==> src/rtl/prm_pkg.sv <==
package prm_pkg;

    localparam int ENTRIES    = 16;
    localparam int ADDR_WIDTH = 32;

    localparam int FIELD_ADDR_W  = 32;
    localparam int FIELD_INDEX_W = 4;
    localparam int PRIO_W        = 8;
    localparam int COUNT_W       = 5;

    localparam int IDX_W      = (ENTRIES > 1) ? $clog2(ENTRIES) : 1;
    localparam int ACT_W      = (IDX_W + 1 > COUNT_W) ? IDX_W + 1 : COUNT_W;
    localparam int SLOT_W     = (IDX_W > FIELD_INDEX_W) ? IDX_W : FIELD_INDEX_W;
    localparam int ADDR_EXT_W = (ADDR_WIDTH > FIELD_ADDR_W) ? ADDR_WIDTH : FIELD_ADDR_W;

    localparam int IN_DATA_W  = 112;
    localparam int OUT_DATA_W = 16;

    typedef logic [ADDR_WIDTH-1:0] addr_t;
    typedef logic [PRIO_W-1:0]     prio_t;
    typedef logic [IDX_W-1:0]      idx_t;

    typedef enum logic
    {
        OP_WRITE  = 1'b0,
        OP_LOOKUP = 1'b1
    } prm_op_t;

    typedef struct packed
    {
        prm_op_t                  opcode;
        logic [FIELD_INDEX_W-1:0] entry_index;
        addr_t                    region_start;
        addr_t                    region_end;
        prio_t                    region_priority;
        addr_t                    lookup_address;
        logic                     found;
        idx_t                     best_index;
        prio_t                    best_priority;
    } prm_beat_t;

    function automatic addr_t to_addr(input logic [FIELD_ADDR_W-1:0] value);
        logic [ADDR_EXT_W-1:0] wide;
        begin
            wide = ADDR_EXT_W'(value);
            return wide[ADDR_WIDTH-1:0];
        end
    endfunction

    function automatic logic [FIELD_INDEX_W-1:0] to_match_index(input idx_t value);
        logic [SLOT_W-1:0] wide;
        begin
            wide = SLOT_W'(value);
            return wide[FIELD_INDEX_W-1:0];
        end
    endfunction

endpackage

==> src/rtl/prm_cell.sv <==
module prm_cell
(
    input  logic                         clk,
    input  logic                         rst_n,
    input  logic                         advance,
    input  prm_pkg::idx_t                cell_index,
    input  logic [prm_pkg::COUNT_W-1:0]  entry_count,
    input  logic                         valid_in,
    input  prm_pkg::prm_beat_t           beat_in,
    output logic                         valid_out,
    output prm_pkg::prm_beat_t           beat_out
);

    prm_pkg::addr_t     start_reg;
    prm_pkg::addr_t     end_reg;
    prm_pkg::prio_t     prio_reg;
    logic               valid_reg;
    prm_pkg::prm_beat_t beat_reg;
    prm_pkg::prm_beat_t beat_next;

    logic is_active;
    logic slot_match;
    logic do_write;
    logic in_region;
    logic take;

    assign is_active  = prm_pkg::ACT_W'(cell_index) < prm_pkg::ACT_W'(entry_count);
    assign slot_match = prm_pkg::SLOT_W'(beat_in.entry_index) == prm_pkg::SLOT_W'(cell_index);
    assign do_write   = advance && valid_in && (beat_in.opcode == prm_pkg::OP_WRITE) && slot_match;
    assign in_region  = (beat_in.lookup_address >= start_reg) &&
                        (beat_in.lookup_address <= end_reg);
    assign take       = (beat_in.opcode == prm_pkg::OP_LOOKUP) && is_active && in_region &&
                        (!beat_in.found || (prio_reg < beat_in.best_priority));

    always_comb
    begin
        beat_next = beat_in;
        if (take)
        begin
            beat_next.found         = 1'b1;
            beat_next.best_index    = cell_index;
            beat_next.best_priority = prio_reg;
        end
    end

    // table entry held by this cell
    always_ff @(posedge clk)
    begin
        if (do_write)
        begin
            start_reg <= beat_in.region_start;
            end_reg   <= beat_in.region_end;
            prio_reg  <= beat_in.region_priority;
        end
    end

    always_ff @(posedge clk or negedge rst_n)
    begin
        if (!rst_n)
        begin
            valid_reg <= 1'b0;
        end
        else if (advance)
        begin
            valid_reg <= valid_in;
        end
    end

    always_ff @(posedge clk)
    begin
        if (advance)
        begin
            beat_reg <= beat_next;
        end
    end

    assign valid_out = valid_reg;
    assign beat_out  = beat_reg;

endmodule

==> src/rtl/priority_region_match.sv <==
// a result passes through the register of every entry cell, in index order, and then the output register
// throughput: one beat per cycle while not stalled; every beat walks the chain of entry cells, one cell a cycle
// the chain stalls as a whole while the output register holds an untaken result
// reset: asynchronous, active low; clears entry_count and all valid flags
// table entries are not cleared by reset and read as undefined until written
module priority_region_match
(
    input  logic                             clk,
    input  logic                             rst_n,
    input  logic                             cfg_we,
    input  logic [prm_pkg::COUNT_W-1:0]      cfg_wdata,    // entry_count
    input  logic                             s_axis_tvalid,
    output logic                             s_axis_tready,
    input  logic [prm_pkg::IN_DATA_W-1:0]    s_axis_tdata,  // entry_index, region_start,
                                                            // region_end, region_priority,
                                                            // lookup_address, zero pad
    input  logic                             s_axis_tuser,  // opcode
    output logic                             m_axis_tvalid,
    input  logic                             m_axis_tready,
    output logic [prm_pkg::OUT_DATA_W-1:0]   m_axis_tdata   // hit, matched_index,
                                                            // matched_priority, zero pad
);

    logic [prm_pkg::COUNT_W-1:0] entry_count_reg;
    logic                        out_valid_reg;
    logic [prm_pkg::OUT_DATA_W-1:0] out_data_reg;
    logic [prm_pkg::OUT_DATA_W-1:0] out_data_next;

    logic               advance;
    prm_pkg::prm_beat_t in_beat;

    logic               chain_valid [prm_pkg::ENTRIES+1];
    prm_pkg::prm_beat_t chain_beat  [prm_pkg::ENTRIES+1];

    prm_pkg::prm_beat_t last_beat;
    logic               hit;

    assign advance       = !out_valid_reg || m_axis_tready;
    assign s_axis_tready = advance;

    always_comb
    begin
        in_beat                 = '0;
        in_beat.opcode          = prm_pkg::prm_op_t'(s_axis_tuser);
        in_beat.entry_index     = s_axis_tdata[3:0];
        in_beat.region_start    = prm_pkg::to_addr(s_axis_tdata[35:4]);
        in_beat.region_end      = prm_pkg::to_addr(s_axis_tdata[67:36]);
        in_beat.region_priority = s_axis_tdata[75:68];
        in_beat.lookup_address  = prm_pkg::to_addr(s_axis_tdata[107:76]);
        in_beat.found           = 1'b0;
        in_beat.best_index      = '0;
        in_beat.best_priority   = '0;
    end

    assign chain_valid[0] = s_axis_tvalid;
    assign chain_beat[0]  = in_beat;

    genvar gi;
    generate
        for (gi = 0; gi < prm_pkg::ENTRIES; gi++)
        begin : g_cell
            prm_cell u_cell
            (
                .clk         (clk),
                .rst_n       (rst_n),
                .advance     (advance),
                .cell_index  (prm_pkg::IDX_W'(gi)),
                .entry_count (entry_count_reg),
                .valid_in    (chain_valid[gi]),
                .beat_in     (chain_beat[gi]),
                .valid_out   (chain_valid[gi+1]),
                .beat_out    (chain_beat[gi+1])
            );
        end
    endgenerate

    assign last_beat = chain_beat[prm_pkg::ENTRIES];
    assign hit       = last_beat.found && (last_beat.opcode == prm_pkg::OP_LOOKUP);

    always_comb
    begin
        out_data_next       = '0;
        out_data_next[0]    = hit;
        if (hit)
        begin
            out_data_next[4:1]  = prm_pkg::to_match_index(last_beat.best_index);
            out_data_next[12:5] = last_beat.best_priority;
        end
    end

    always_ff @(posedge clk or negedge rst_n)
    begin
        if (!rst_n)
        begin
            entry_count_reg <= '0;
            out_valid_reg   <= 1'b0;
        end
        else
        begin
            if (cfg_we)
            begin
                entry_count_reg <= cfg_wdata;
            end
            if (advance)
            begin
                out_valid_reg <= chain_valid[prm_pkg::ENTRIES];
            end
        end
    end

    always_ff @(posedge clk)
    begin
        if (advance)
        begin
            out_data_reg <= out_data_next;
        end
    end

    assign m_axis_tvalid = out_valid_reg;
    assign m_axis_tdata  = out_data_reg;

endmodule

==> config.mk <==
export PLATFORM = sky130hd
export DESIGN_NAME = priority_region_match
export DESIGN_NICKNAME = d
export VERILOG_FILES = /design/src/rtl/prm_pkg.sv /design/src/rtl/prm_cell.sv /design/src/rtl/priority_region_match.sv
export SDC_FILE = /design/constraint.sdc
export NUM_CORES = 2
export LEC_CHECK = 0
export ABC_CLOCK_PERIOD_IN_PS = 65900
export BUFFER_PORTS_ARGS = -buffer_cell sky130_fd_sc_hd__buf_4
export CAP_MARGIN = 20
export CELL_PAD_IN_SITES_DETAIL_PLACEMENT = 1
export CELL_PAD_IN_SITES_GLOBAL_PLACEMENT = 2
export CORE_MARGIN = 4
export CORE_UTILIZATION = 43
export CTS_CLUSTER_SIZE = 28
export DETAILED_ROUTE_END_ITERATION = 16
export HOLD_SLACK_MARGIN = 0.15
export MAX_ROUTING_LAYER = met4
export PLACE_DENSITY = 0.76
export SETUP_SLACK_MARGIN = 0.02
export SYNTH_ARGS = -nofsm -noshare
export SYNTH_HDL_FRONTEND = slang
export SYNTH_SLANG_ARGS = --single-unit
==> constraint.sdc <==
create_clock -name clk -period 65.9 [get_ports clk]
set_input_delay 3.295 -clock clk [delete_from_list [all_inputs] [get_ports clk]]
set_output_delay 3.295 -clock clk [all_outputs]
set_load 0.03 [all_outputs]
==> flow_summary.json <==
{
  "outcome": "finished clean",
  "hold_viol": 0,
  "cts_setup_buffers": 0,
  "ys_ff_latch": 3016,
  "path_cells": "buf_4 -> nor2b_2 -> buf_4 -> inv_8 -> buf_4",
  "yosys.area.top_type": "edfxtp_1",
  "drc": 0,
  "n_fill_cell": 26800,
  "clockRootBuffer": "clkbuf_16",
  "critPathMostFrequentCell": "buf_4",
  "largest_reg_flops": 1829,
  "rr_endpoint": "g_cell[14].u_cell.start_reg[4]",
  "die_w_um": 540,
  "rsz0062_at_grt": "no",
  "cp_slowest_stage_delay_ps": 370,
  "fp.dieArea_um2": 292000,
  "globalRoute.totalOverflow": 0,
  "whs_path_depth": 0,
  "ir_worst_vdd_mv": 0.0257,
  "min_to": "g_cell[15].u_cell.prio_reg[3]",
  "rows": 195,
  "cp_top_family": "buffers and inverters",
  "globalplace.congestion": 0.843,
  "cts.path.max_buffers": 4,
  "multi_input_area_um2": 27000,
  "drtAntennaViolNets": 0,
  "r2r-start": "m_axis_tvalid",
  "vias": 59700,
  "grt_pass1_vias": 67000,
  "synthFlopType": "edfxtp_1",
  "clkTransAtPathRegs_ps": 60,
  "num-nets-final": 9120,
  "cellLeakagePower_nw": 54.9,
  "cts_resized": 0,
  "synth.most_common_cell": "edfxtp_1",
  "setup_tns_ps": 0,
  "port_buffers": 133,
  "maxSlewViolCount": 0,
  "synthCells": 7370,
  "max-cap-violations": 0,
  "wire_per_inst_um": 20.1,
  "cp-start-kind": "input port",
  "pwr-share-clk": 0.283,
  "initial_core_util": 0.432,
  "timing.final.ws_setup_ps": 58130,
  "layout-drive-gt1-share": 0.102,
  "grt_first_pass_wirelength_um": 378000,
  "cts_tree": "yes",
  "syn-cell-area_um2": 122000,
  "critPathRequiredTime_ps": 62600,
  "wl_um": 239000,
  "crit_buf_inv": 4,
  "crit_fanout": 74,
  "holdCritPathClass": "flop to flop",
  "yosysWarnings": 0,
  "yosysTopAreaCellShare": 0.738,
  "switching_share": 0.279,
  "clock-sinks": 3016,
  "synth.avg_cell_area_um2": 16.5,
  "worstRegToRegCells": 7,
  "grt_max_degree": 174,
  "p_sw_mw": 1.71,
  "worstSetupEndpointType": "output pin",
  "seq_power_share": 0.557,
  "drt_iter0_drc": 2905,
  "finClkSkew_ps": 33.4,
  "die_h_um": 540,
  "fmaxAchievable_mhz": 129,
  "maxSlewHeadroom": 0.276,
  "timing.final.crit_share": 0.118,
  "final.min_clock_period_ps": 7770,
  "synth_edf_count": 2994,
  "drtPass1Iterations": 5,
  "synthTopCellsByArea": "edfxtp_1 (74%), ha_1 (12%), inv_1 (3.5%)",
  "dp_hpwl_um": 177000,
  "core_area_um2": 282000,
  "finalSetupViolCount": 0,
  "async_reset_ff_frac": 0.00729,
  "p_per_area_nw_per_um2": 44.4,
  "yosysUniqueCellTypes": 82,
  "crit_slowest_cell": "buf_4",
  "tightest_slew_ps": 1080,
  "p_comb_frac": 0.160,
  "rrSetupSlack_ps": 61380,
  "cts.htree.levels": 5,
  "synth_common_cells": "edfxtp_1 (2994), inv_1 (1142), ha_1 (1129), a21oi_1 (394), nand2_1 (243)",
  "globalRouteTotalUtil": 0.170,
  "worstSetupPathType": "input port to output pin",
  "arrival_ps": 4470,
  "cts_inserted_buffers": 319,
  "postCtsHoldBufs": 0,
  "via_per_inst": 5.03,
  "clk_latency_ps": 850,
  "hp-start": "g_cell[14].u_cell.beat_out[48]",
  "area_delta_synth_final_pct": 13.4,
  "p_int_mw": 4.42,
  "synth_seq_area_share": 0.743,
  "regArea_um2": 90500,
  "ios": 141,
  "antenna_found_initial": 1,
  "dp_slack_ps": 58140
}
-- power groups by stage --
stage               Clock, mW  Sequential, mW  Combinational, mW
floorplan                   0            3.82              0.662
global placement            0            3.43              0.908
detailed placement          0            3.47              0.987
CTS                      1.79            3.44               1.00
global route             1.87            3.51               1.12
finish                   1.74            3.41              0.978
-- cell families (layout without fill, tap and decap cells) --
logic type               count (synthesis)  in the layout  share of synthesized area
multiplexers                           117            117                     0.0108
adder cells (fa/ha/maj)               1129           1129                      0.116
other                                    1              4                  0.0000308
buffers and inverters                 1172           1915                     0.0364
flip-flops                            3016           3016                      0.743
AO/OA/AOI/OAI                         1029           1029                     0.0541
AND/OR/NAND/NOR                        906            906                     0.0396
-- layer usage --
layer	wire (um)	global-route usage
met5	0	-
met4	13700	0.0845
met3	6590	0.0227
met2	119000	0.287
met1	99200	0.202
-- cell type report --
cell class              instances  area share
diodes                          1   0.0000181
clock buffers                 410      0.0621
clock inverters               158      0.0108
inverters                    1143      0.0311
multi-input cells            3184       0.195
flip-flops and latches       3016       0.655
well taps                    3743      0.0339
repair buffers                204      0.0116
-- worst max path at each step --
stage / startpoint / end / slack (ps) / cells after the start
after floorplan: m_axis_tready / g_cell[0].u_cell.end_reg[0] / 1660 / 6
after global placement: m_axis_tready / s_axis_tready / 58150 / 5
after detailed placement: m_axis_tready / s_axis_tready / 58140 / 5
after CTS: m_axis_tready / s_axis_tready / 58140 / 5
after global routing: m_axis_tready / s_axis_tready / 58070 / 5
final: m_axis_tready / s_axis_tready / 58130 / 5
-- cell usage in the layout, fill, tap and decap left out, types with 15 or more instances in the layout --
master and n:
and3_1 15, dfrtp_1 22, mux2_2 117, nor2_1 86, or2_2 24, nand3_1 89
clkbuf_16 329, inv_1 1142, nand2_1 243, o21ai_0 164, bufinv_16 27, nand4_1 188
clkinv_2 47, a21oi_1 394, ha_1 1129, nand2b_1 56, buf_4 197, edfxtp_1 2994
clkbuf_1 77, a21o_1 147, o21a_1 35, o211ai_1 45, clkinv_1 59, a211oi_1 51
and2_1 25, nor4_1 30, nor2b_1 38, nor3_1 32, nor3_2 17, a2111oi_0 20
-- stage by stage --
stage / utilization / std cells / hold WS [ps] / instance area, um^2 / total power, mW
floorplan: - / 7372 / 400 / 122000 / 4.49
global route: 0.490 / 11900 / 421 / 138000 / 6.50
global placement: 0.454 / 11300 / 405 / 128000 / 4.33
finish: 0.490 / 11900 / 416 / 138000 / 6.13
detailed placement: 0.454 / 11300 / 405 / 128000 / 4.46
CTS: 0.489 / 11900 / 419 / 138000 / 6.23
(Power assumes the default switching activity.)
